**src/rtl/core/rpnc_pkg.sv**
```systemverilog
// Package for the RPN stack calculator core: sizes, token and status codes,
// and the request/response structs of the iterative divider.
// No dependencies.
package rpnc_pkg;

    localparam int STACK_DEPTH = 16;
    localparam int FRAC_BITS   = 16;

    localparam int DATA_W   = 32;
    localparam int FUNC_W   = 3;
    localparam int STATUS_W = 3;
    localparam int DEPTH_W  = 5;
    localparam int SP_W     = $clog2(STACK_DEPTH + 1);
    localparam int IDX_W    = $clog2(STACK_DEPTH);

    // divider: quotient bits, divisor 2*|a|, dividend |b| << (FRAC_BITS+1) plus |a|
    localparam int QUOT_W = 32;
    localparam int DEN_W  = DATA_W + 1;
    localparam int NUM_W  = DATA_W + FRAC_BITS + 2;
    localparam int CNT_W  = $clog2(QUOT_W);

    localparam logic [FUNC_W-1:0] FN_PUSH  = 3'd0;
    localparam logic [FUNC_W-1:0] FN_ADD   = 3'd1;
    localparam logic [FUNC_W-1:0] FN_SUB   = 3'd2;
    localparam logic [FUNC_W-1:0] FN_MUL   = 3'd3;
    localparam logic [FUNC_W-1:0] FN_DIV   = 3'd4;
    localparam logic [FUNC_W-1:0] FN_CLEAR = 3'd5;

    localparam logic [STATUS_W-1:0] ST_OK      = 3'd0;
    localparam logic [STATUS_W-1:0] ST_UNDER   = 3'd1;
    localparam logic [STATUS_W-1:0] ST_FULL    = 3'd2;
    localparam logic [STATUS_W-1:0] ST_DIVZ    = 3'd3;
    localparam logic [STATUS_W-1:0] ST_UNKNOWN = 3'd4;
    localparam logic [STATUS_W-1:0] ST_SAT     = 3'd5;

    typedef struct packed {
        logic             start;
        logic [NUM_W-1:0] num;
        logic [DEN_W-1:0] den;
    } t_div_req;

    typedef struct packed {
        logic              done;
        logic              ovf;
        logic [QUOT_W-1:0] quot;
    } t_div_rsp;

endpackage

```
**src/rtl/core/rpnc_ram.sv**
```systemverilog
// Generic single-clock RAM: one write port, one read port, registered read data.
// No dependencies.
module rpnc_ram #(
    parameter int WIDTH = 32,
    parameter int DEPTH = 16
) (
    input  logic                     i_clk,
    input  logic                     i_we,
    input  logic [$clog2(DEPTH)-1:0] i_waddr,
    input  logic [WIDTH-1:0]         i_wdata,
    input  logic [$clog2(DEPTH)-1:0] i_raddr,
    output logic [WIDTH-1:0]         o_rdata
);

    logic [WIDTH-1:0] r_mem [DEPTH];

    always_ff @(posedge i_clk) begin
        if (i_we) begin
            r_mem[i_waddr] <= i_wdata;
        end
        o_rdata <= r_mem[i_raddr];
    end

endmodule

```
**src/rtl/core/rpnc_div.sv**
```systemverilog
// Restoring divider, one quotient bit per cycle, with an up-front overflow check.
// Depends on rpnc_pkg.
module rpnc_div (
    input  logic               i_clk,
    input  logic               i_rst_n,
    input  rpnc_pkg::t_div_req i_req,
    output rpnc_pkg::t_div_rsp o_rsp
);
    import rpnc_pkg::*;

    logic              r_busy;
    logic              r_done;
    logic              r_ovf;
    logic [CNT_W-1:0]  r_cnt;
    logic [DEN_W-1:0]  r_rem;
    logic [DEN_W-1:0]  r_den;
    logic [QUOT_W-1:0] r_quo;

    logic [DEN_W:0] trial;
    logic [DEN_W:0] diff;
    logic           fits;

    assign trial = {r_rem, r_quo[QUOT_W-1]};
    assign diff  = trial - {1'b0, r_den};
    assign fits  = (trial >= {1'b0, r_den});

    always_ff @(posedge i_clk) begin
        if (!i_rst_n) begin
            r_busy <= 1'b0;
            r_done <= 1'b0;
        end else begin
            r_done <= 1'b0;
            if (i_req.start) begin
                r_busy <= 1'b1;
                r_cnt  <= '0;
                r_den  <= i_req.den;
                r_rem  <= DEN_W'(i_req.num >> QUOT_W);
                r_quo  <= i_req.num[QUOT_W-1:0];
                // quotient of 2^QUOT_W or more: upper dividend already holds the divisor
                r_ovf  <= ((i_req.num >> QUOT_W) >= NUM_W'(i_req.den));
            end else if (r_busy) begin
                r_rem <= fits ? diff[DEN_W-1:0] : trial[DEN_W-1:0];
                r_quo <= {r_quo[QUOT_W-2:0], fits};
                r_cnt <= r_cnt + CNT_W'(1);
                if (r_cnt == CNT_W'(QUOT_W - 1)) begin
                    r_busy <= 1'b0;
                    r_done <= 1'b1;
                end
            end
        end
    end

    assign o_rsp.done = r_done;
    assign o_rsp.ovf  = r_ovf;
    assign o_rsp.quot = r_quo;

endmodule

```
**src/rtl/core/rpn_stack_calculator_core.sv**
```systemverilog
// RPN stack calculator core: stack sequencer, adder, multiplier, divider and result register.
// Depends on rpnc_pkg, rpnc_ram and rpnc_div.
//
// Usage:
//   Input channel (i_in_valid / o_in_ready) carries one pre-parsed token per
//   word: i_func selects push, add, sub, mult, div, clear or unknown, and
//   i_operand_value is the signed Q16.16 number for a push.
//   Output channel (o_out_valid / i_out_ready) returns one word per token: the
//   new top of stack (zero when empty), the stack depth and a status code.
//   The stack lives in a 16 x 32 synchronous RAM; the top entry is also held
//   in a register, so an operator needs one RAM read (the next entry) and one
//   write-back.
//   Push, add, sub, clear and unknown pass the load, execute and finish states
//   on the way to the result word; multiply adds a rounding state, and divide
//   waits for the divider (one quotient bit per cycle over 32 bits) unless the
//   divisor is zero. Tokens are handled one at a time; a new token is taken as
//   soon as the previous result sits in the output register, even if not yet taken.
//   Reset empties the stack (depth zero); RAM contents are not cleared.
//   When the receiver stalls, the finished result waits in the output register
//   and the following token holds before its commit until that register frees.
module rpn_stack_calculator_core (
    input  logic                                i_clk,
    input  logic                                i_rst_n,
    input  logic                                i_in_valid,
    output logic                                o_in_ready,
    input  logic [rpnc_pkg::FUNC_W-1:0]         i_func,
    input  logic signed [rpnc_pkg::DATA_W-1:0]  i_operand_value,
    output logic                                o_out_valid,
    input  logic                                i_out_ready,
    output logic signed [rpnc_pkg::DATA_W-1:0]  o_top_value,
    output logic [rpnc_pkg::DEPTH_W-1:0]        o_stack_depth,
    output logic [rpnc_pkg::STATUS_W-1:0]       o_status
);
    import rpnc_pkg::*;

    localparam logic [63:0] MUL_RND = (64'd1 << FRAC_BITS) >> 1;

    typedef enum logic [2:0] {
        S_IDLE,
        S_LOAD,
        S_EXEC,
        S_MULR,
        S_DIVW,
        S_FIN
    } t_state;

    t_state r_state;

    // token and operands
    logic [FUNC_W-1:0]        r_func;
    logic signed [DATA_W-1:0] r_opnd;
    logic signed [DATA_W-1:0] r_a;
    logic signed [DATA_W-1:0] r_b;
    logic                     r_under;
    logic                     r_neg;
    logic [63:0]              r_prod;

    // stack state and pending commit
    logic [SP_W-1:0]          r_sp;
    logic signed [DATA_W-1:0] r_top;
    logic [SP_W-1:0]          r_new_sp;
    logic signed [DATA_W-1:0] r_res;
    logic                     r_wr;
    logic [STATUS_W-1:0]      r_status;
    logic                     r_div_start;

    logic [DATA_W-1:0] mem_rdata;
    logic              mem_we;
    logic              out_free;
    logic [SP_W-1:0]   arith_sp;
    logic [DATA_W-1:0] mag_a;
    logic [DATA_W-1:0] mag_b;
    logic [63:0]       mul_full;
    logic [63:0]       mul_round;
    logic [DATA_W:0]   sum_ab;
    logic [DATA_W:0]   diff_ba;
    logic [DATA_W:0]   add_res;
    logic [DATA_W:0]   sub_res;
    logic [DATA_W:0]   mul_res;
    logic [DATA_W:0]   div_res;
    t_div_req          div_req;
    t_div_rsp          div_rsp;

    function automatic logic [DATA_W-1:0] mag32(input logic [DATA_W-1:0] v);
        mag32 = v[DATA_W-1] ? (~v + DATA_W'(1)) : v;
    endfunction

    // {saturated, value} of a 33-bit two's-complement result
    function automatic logic [DATA_W:0] clamp33(input logic [DATA_W:0] s);
        logic [DATA_W:0] res;
        if (s[DATA_W] != s[DATA_W-1]) begin
            res = s[DATA_W] ? {1'b1, 32'h8000_0000} : {1'b1, 32'h7FFF_FFFF};
        end else begin
            res = {1'b0, s[DATA_W-1:0]};
        end
        clamp33 = res;
    endfunction

    // {saturated, value} of a sign and a magnitude
    function automatic logic [DATA_W:0] clamp_mag(input logic neg, input logic [63:0] mag);
        logic [DATA_W:0] res;
        if (neg) begin
            if (mag > 64'h8000_0000) begin
                res = {1'b1, 32'h8000_0000};
            end else begin
                res = {1'b0, ~mag[DATA_W-1:0] + DATA_W'(1)};
            end
        end else begin
            if (mag > 64'h7FFF_FFFF) begin
                res = {1'b1, 32'h7FFF_FFFF};
            end else begin
                res = {1'b0, mag[DATA_W-1:0]};
            end
        end
        clamp_mag = res;
    endfunction

    // stack RAM: next-to-top entry read every cycle, write-back at commit
    assign out_free = !o_out_valid || i_out_ready;
    assign mem_we   = (r_state == S_FIN) && out_free && r_wr;

    rpnc_ram #(
        .WIDTH (DATA_W),
        .DEPTH (STACK_DEPTH)
    ) u_stack_ram (
        .i_clk   (i_clk),
        .i_we    (mem_we),
        .i_waddr (IDX_W'(r_new_sp - SP_W'(1))),
        .i_wdata (r_res),
        .i_raddr (IDX_W'(r_sp - SP_W'(2))),
        .o_rdata (mem_rdata)
    );

    // arithmetic
    assign mag_a     = mag32(r_a);
    assign mag_b     = mag32(r_b);
    assign mul_full  = {32'b0, mag_a} * {32'b0, mag_b};
    assign mul_round = (r_prod + MUL_RND) >> FRAC_BITS;
    assign sum_ab    = {r_a[DATA_W-1], r_a} + {r_b[DATA_W-1], r_b};
    assign diff_ba   = {r_b[DATA_W-1], r_b} - {r_a[DATA_W-1], r_a};
    assign add_res   = clamp33(sum_ab);
    assign sub_res   = clamp33(diff_ba);
    assign mul_res   = clamp_mag(r_neg, mul_round);
    assign div_res   = clamp_mag(r_neg, div_rsp.ovf ? '1 : {32'b0, div_rsp.quot});

    // an operator pops two (or what is there) and always pushes one
    assign arith_sp = ((r_sp >= SP_W'(2)) ? (r_sp - SP_W'(2)) : '0) + SP_W'(1);

    assign div_req.start = r_div_start;
    assign div_req.num   = (NUM_W'(mag_b) << (FRAC_BITS + 1)) + NUM_W'(mag_a);
    assign div_req.den   = {mag_a, 1'b0};

    rpnc_div u_div (
        .i_clk   (i_clk),
        .i_rst_n (i_rst_n),
        .i_req   (div_req),
        .o_rsp   (div_rsp)
    );

    assign o_in_ready = (r_state == S_IDLE);

    always_ff @(posedge i_clk) begin
        if (!i_rst_n) begin
            r_state     <= S_IDLE;
            r_sp        <= '0;
            r_top       <= '0;
            o_out_valid <= 1'b0;
            r_div_start <= 1'b0;
        end else begin
            r_div_start <= 1'b0;
            if (o_out_valid && i_out_ready) begin
                o_out_valid <= 1'b0;
            end
            case (r_state)
                S_IDLE: begin
                    if (i_in_valid) begin
                        r_func  <= i_func;
                        r_opnd  <= i_operand_value;
                        r_state <= S_LOAD;
                    end
                end
                S_LOAD: begin
                    // top from register, next entry from RAM; missing ones read as zero
                    r_a     <= (r_sp != '0) ? r_top : '0;
                    r_b     <= (r_sp >= SP_W'(2)) ? mem_rdata : '0;
                    r_under <= (r_sp < SP_W'(2));
                    r_state <= S_EXEC;
                end
                S_EXEC: begin
                    r_neg    <= r_a[DATA_W-1] != r_b[DATA_W-1];
                    r_wr     <= 1'b1;
                    r_new_sp <= arith_sp;
                    r_state  <= S_FIN;
                    case (r_func)
                        FN_PUSH: begin
                            if (r_sp == SP_W'(STACK_DEPTH)) begin
                                // drop the word, stack unchanged
                                r_wr     <= 1'b0;
                                r_new_sp <= r_sp;
                                r_res    <= r_top;
                                r_status <= ST_FULL;
                            end else begin
                                r_new_sp <= r_sp + SP_W'(1);
                                r_res    <= r_opnd;
                                r_status <= ST_OK;
                            end
                        end
                        FN_ADD: begin
                            r_res    <= add_res[DATA_W-1:0];
                            r_status <= r_under ? ST_UNDER : (add_res[DATA_W] ? ST_SAT : ST_OK);
                        end
                        FN_SUB: begin
                            r_res    <= sub_res[DATA_W-1:0];
                            r_status <= r_under ? ST_UNDER : (sub_res[DATA_W] ? ST_SAT : ST_OK);
                        end
                        FN_MUL: begin
                            r_prod  <= mul_full;
                            r_state <= S_MULR;
                        end
                        FN_DIV: begin
                            if (r_a == '0) begin
                                // divide by zero: saturate by the sign of the dividend, zero for a zero dividend
                                if (r_b[DATA_W-1]) begin
                                    r_res <= 32'sh8000_0000;
                                end else if (r_b != '0) begin
                                    r_res <= 32'sh7FFF_FFFF;
                                end else begin
                                    r_res <= '0;
                                end
                                r_status <= r_under ? ST_UNDER : ST_DIVZ;
                            end else begin
                                r_div_start <= 1'b1;
                                r_state     <= S_DIVW;
                            end
                        end
                        FN_CLEAR: begin
                            r_wr     <= 1'b0;
                            r_new_sp <= '0;
                            r_res    <= '0;
                            r_status <= ST_OK;
                        end
                        default: begin
                            r_wr     <= 1'b0;
                            r_new_sp <= r_sp;
                            r_res    <= r_top;
                            r_status <= ST_UNKNOWN;
                        end
                    endcase
                end
                S_MULR: begin
                    // round to nearest, ties away from zero, then clamp
                    r_res    <= mul_res[DATA_W-1:0];
                    r_status <= r_under ? ST_UNDER : (mul_res[DATA_W] ? ST_SAT : ST_OK);
                    r_state  <= S_FIN;
                end
                S_DIVW: begin
                    if (div_rsp.done) begin
                        r_res    <= div_res[DATA_W-1:0];
                        r_status <= r_under ? ST_UNDER : (div_res[DATA_W] ? ST_SAT : ST_OK);
                        r_state  <= S_FIN;
                    end
                end
                S_FIN: begin
                    // commit the stack and load the result word once the output register frees
                    if (out_free) begin
                        r_sp          <= r_new_sp;
                        r_top         <= r_res;
                        o_top_value   <= r_res;
                        o_stack_depth <= DEPTH_W'(r_new_sp);
                        o_status      <= r_status;
                        o_out_valid   <= 1'b1;
                        r_state       <= S_IDLE;
                    end
                end
                default: begin
                    r_state <= S_IDLE;
                end
            endcase
        end
    end

endmodule

```
**config.mk**
```make
export PLATFORM = sky130hd
export DESIGN_NAME = rpn_stack_calculator_core
export DESIGN_NICKNAME = d
export VERILOG_FILES = /design/src/rtl/core/rpnc_pkg.sv /design/src/rtl/core/rpnc_ram.sv /design/src/rtl/core/rpnc_div.sv /design/src/rtl/core/rpn_stack_calculator_core.sv
export SDC_FILE = /design/constraint.sdc
export NUM_CORES = 2
export LEC_CHECK = 0
export BUFFER_PORTS_ARGS = -buffer_cell sky130_fd_sc_hd__buf_2
export CELL_PAD_IN_SITES_DETAIL_PLACEMENT = 1
export CELL_PAD_IN_SITES_GLOBAL_PLACEMENT = 2
export CORE_MARGIN = 2
export CORE_UTILIZATION = 40
export DETAILED_ROUTE_END_ITERATION = 10
export PLACE_DENSITY_LB_ADDON = 0.1
export SYNTH_ARGS = -nofsm -noshare
export SYNTH_HDL_FRONTEND = slang
export SYNTH_SLANG_ARGS = --single-unit
```
**constraint.sdc**
```tcl
create_clock -name i_clk -period 22.6 [get_ports i_clk]
set_clock_uncertainty 0.2 [all_clocks]
set_input_delay 4.52 -clock i_clk [delete_from_list [all_inputs] [get_ports i_clk]]
set_output_delay 4.52 -clock i_clk [all_outputs]
set_load 0.1 [all_outputs]
```
==> results.py <==
metrics = {
    "clock_tree": {
        "cts_tree": "done",
        "cts_max_level": 3,
        "clk_latency_ps": 780,
        "cts_root_buffer": "clkbuf_16",
        "cts_hold_buf": 0,
        "cts_setup_buffers": 0,
        "clk_pin_slew_ps": 60,
        "ctsLongestPathBuffers": 3,
        "cts_made_buffers": 102,
        "cts_resized": 0,
        "clock-sinks": 922,
    },
    "final_layout": {
        "post-route-util_pct": 44.5,
        "layout-drive-gt1-share_pct": 10.3,
        "nets": 8660,
        "layout_commonest_cell": "inv_1",
        "final_cell_mix": "inv_1, fa_1, edfxtp_1",
        "areaGrowthSynthToFinish_pct": 10.2,
    },
    "global_route": {
        "overflow": 0,
        "antenna_found_initial": 27,
        "grt_pass1_wl_um": 445000,
        "grtUsageTotal_pct": 31.4,
        "grt_pass1_vias": 61476,
        "grt_max_degree": 72,
    },
    "outcome": {
        "outcome": "completed",
    },
    "critical_path": {
        "cp_common_cell": "fa_1",
        "cp.depth": 35,
        "endpoint_kind": "flip-flop",
        "reg2reg_to": "r_prod[58]",
        "r2r-start": "r_a[1]",
        "setup.worst_path.class": "flip-flop to flip-flop",
        "crit_buf_inv": 6,
        "reg2reg_depth": 35,
        "critPathRequiredTime_ps": 22870,
        "cpPeakStageDelay_ps": 850,
        "r2r_slack_ps": 9330,
        "crit_arrival_ps": 13530,
        "setup.worst_path.start_class": "flip-flop",
        "worstSetupStartpoint": "r_a[1]",
        "cp_slowest_cell": "a221oi_1",
        "cp_top_family": "adder cells",
        "worstSetupEndpoint": "r_prod[58]",
        "path_max_fanout": 22,
    },
    "drt": {
        "first_iter_violations": 4704,
        "drt-met1-wl_um": 127000,
        "dr.pass1.iters": 5,
        "drcViolationCount": 0,
        "viasPerCell": 5.73,
        "wl_met3_um": 17200,
        "routed-wl-met2_um": 147000,
        "wirelength_um": 308000,
        "drtAntennaViolNets": 0,
        "vias": 56912,
        "dr.max_layer_used": "met5",
        "wl_per_cell_um": 31.0,
    },
    "sta": {
        "tns_ps": 0,
        "max_freq_mhz": 75.4,
        "final.min_clock_period_ps": 13270,
        "finalHoldViolations": 0,
        "slew_headroom_pct": 22.9,
        "tightest_slew_ps": 1150,
        "fin_crit_sh_pct": 58.7,
        "finalSetupViolations": 0,
        "rsz0062_at_grt": "no",
        "slew_violations": 0,
    },
    "die": {
        "io_pins": 81,
        "die_w_um": 445,
        "rows": 161,
        "die_h_um": 445,
        "initial_core_util_pct": 40.3,
        "die_area_um2": 198000,
        "core_um2": 193000,
    },
    "yosys": {
        "synthArstFlopShare_pct": 0,
        "synth_edf_count": 846,
        "synth_flop_cell": "edfxtp_1",
        "yosysSeqAreaShare_pct": 34.6,
        "syn_area_um2": 77800,
        "synth_fp_nets": 8637,
        "ys.warnings.count": 0,
        "ys_ff_latch": 922,
        "synth_cells": 7296,
        "synth_cell_types": 86,
        "syn_avg_cell_area_um2": 10.7,
    },
    "flow_run": {
        "cap_viol_max_count": 0,
    },
    "placement": {
        "gp_congestion": 0.949,
        "port_buffers": 80,
        "dp_hpwl_um": 229000,
    },
    "worst_hold_path": {
        "hp-class": "flip-flop to flip-flop",
    },
}
[area by class of cell]
class / instances / area, um^2
Clock inverter: 60 / 837
Timing Repair Buffer: 273 / 1850
Multi-Input combinational cell: 4894 / 46000
Fill cell: 20777 / 107000
Antenna cell: 6 / 15.0
Sequential cell: 922 / 26900
Inverter: 1126 / 4230
Tap cell: 2526 / 3160
Clock buffer: 132 / 2740
[how the worst min path moves through the flow]
| stage | startpoint | endpoint | slack, ps | cells after the start |
|---|---|---|---|---|
| 3_3_place_gp | r_top[14] | r_top[14] | 280 | 2 |
| 2_1_floorplan | r_status[0] | o_status[0] | 200 | 0 |
| 4_1_cts | r_top[14] | r_top[14] | 300 | 2 |
| 3_5_place_dp | r_top[14] | r_top[14] | 290 | 2 |
| 5_1_grt | u_stack_ram.o_rdata[26] | r_b[26] | 330 | 1 |
| 6_report | r_top[14] | r_top[14] | 290 | 2 |
[cells by family after synthesis]
| group | Yosys count | synth area share [%] |
|---|---|---|
| flops | 922 | 34.6 |
| compound gates | 948 | 7.93 |
| fa+ha+maj | 1302 | 29.6 |
| buf+inv | 1480 | 7.16 |
| xor+xnor | 297 | 3.34 |
| mux | 209 | 5.30 |
| simple gates | 2137 | 12.0 |
| other cells | 1 | 0.00482 |
[layer usage]
metal | vias up | track usage, %
met5 | - | 0
met2 | 1869 | 52.5
met3 | 535 | 4.20
met4 | 10 | 14.4
li1 | 24255 | -
met1 | 30243 | 40.7
[cell usage after synthesis (22+ instances only)]
master	number	area (um^2)
ha_1	403	5040
o211ai_1	25	188
dfxtp_1	76	1520
buf_1	25	93.8
o21ai_0	225	1130
inv_1	1109	4160
o31ai_1	28	210
a21o_1	69	518
mux2_2	24	270
nand3_1	68	340
o21bai_1	30	225
nor2b_1	61	382
nand2_1	748	2810
o21a_1	34	255
edfxtp_1	846	25400
nor2_1	830	3120
a21oi_1	236	1180
nor3_1	91	455
xnor2_1	203	1780
fa_1	899	18000
and3_1	39	244
nor4_1	34	213
mux4_2	160	3600
xor2_1	94	823
nand2b_1	28	175
nand4_1	47	294
a31oi_1	47	294
mux2i_1	25	250
and2_1	69	432
or3_1	39	244
a21boi_0	51	383
a211oi_1	22	165
clkbuf_1	326	1220
[per-stage QoR]
| stage | area [um^2] | setup slack (ps) | hold WS [ps] | std cells |
|---|---|---|---|---|
| 6_report | 85700 | 9330 | 293 | 9939 |
| 5_1_grt | 85700 | 8840 | 329 | 9937 |
| 2_1_floorplan | 77800 | 11610 | 200 | 7296 |
| 4_1_cts | 85700 | 9430 | 297 | 9933 |
| 3_3_place_gp | 82200 | 9760 | 279 | 9741 |
| 3_5_place_dp | 82200 | 9650 | 289 | 9741 |
[flip-flops by register name, summed over array words and instances, names as in the netlist, 3 cells and up]
register / cells
u_div.r_rem: 33
r_top: 32
r_sp: 5
r_a: 32
o_top_value: 32
o_stack_depth: 5
u_div.r_den: 32
o_status: 3
u_div.r_cnt: 5
r_opnd: 32
r_new_sp: 5
r_func: 3
r_res: 32
r_prod: 49
u_stack_ram.r_mem: 512
r_state: 3
r_b: 32
u_div.r_quo: 32
r_status: 3
u_stack_ram.o_rdata: 32
[worst min-delay path, delay by kind of cell, from the launching register on]
family	cells	cell delay (ps)
and+or+nand+nor	1	50
AOI/OAI and AO/OA	1	60
DFF	1	320
Power is not shown: default switching activity piles up to over one toggle a cycle in this logic, so the estimate is an artifact.
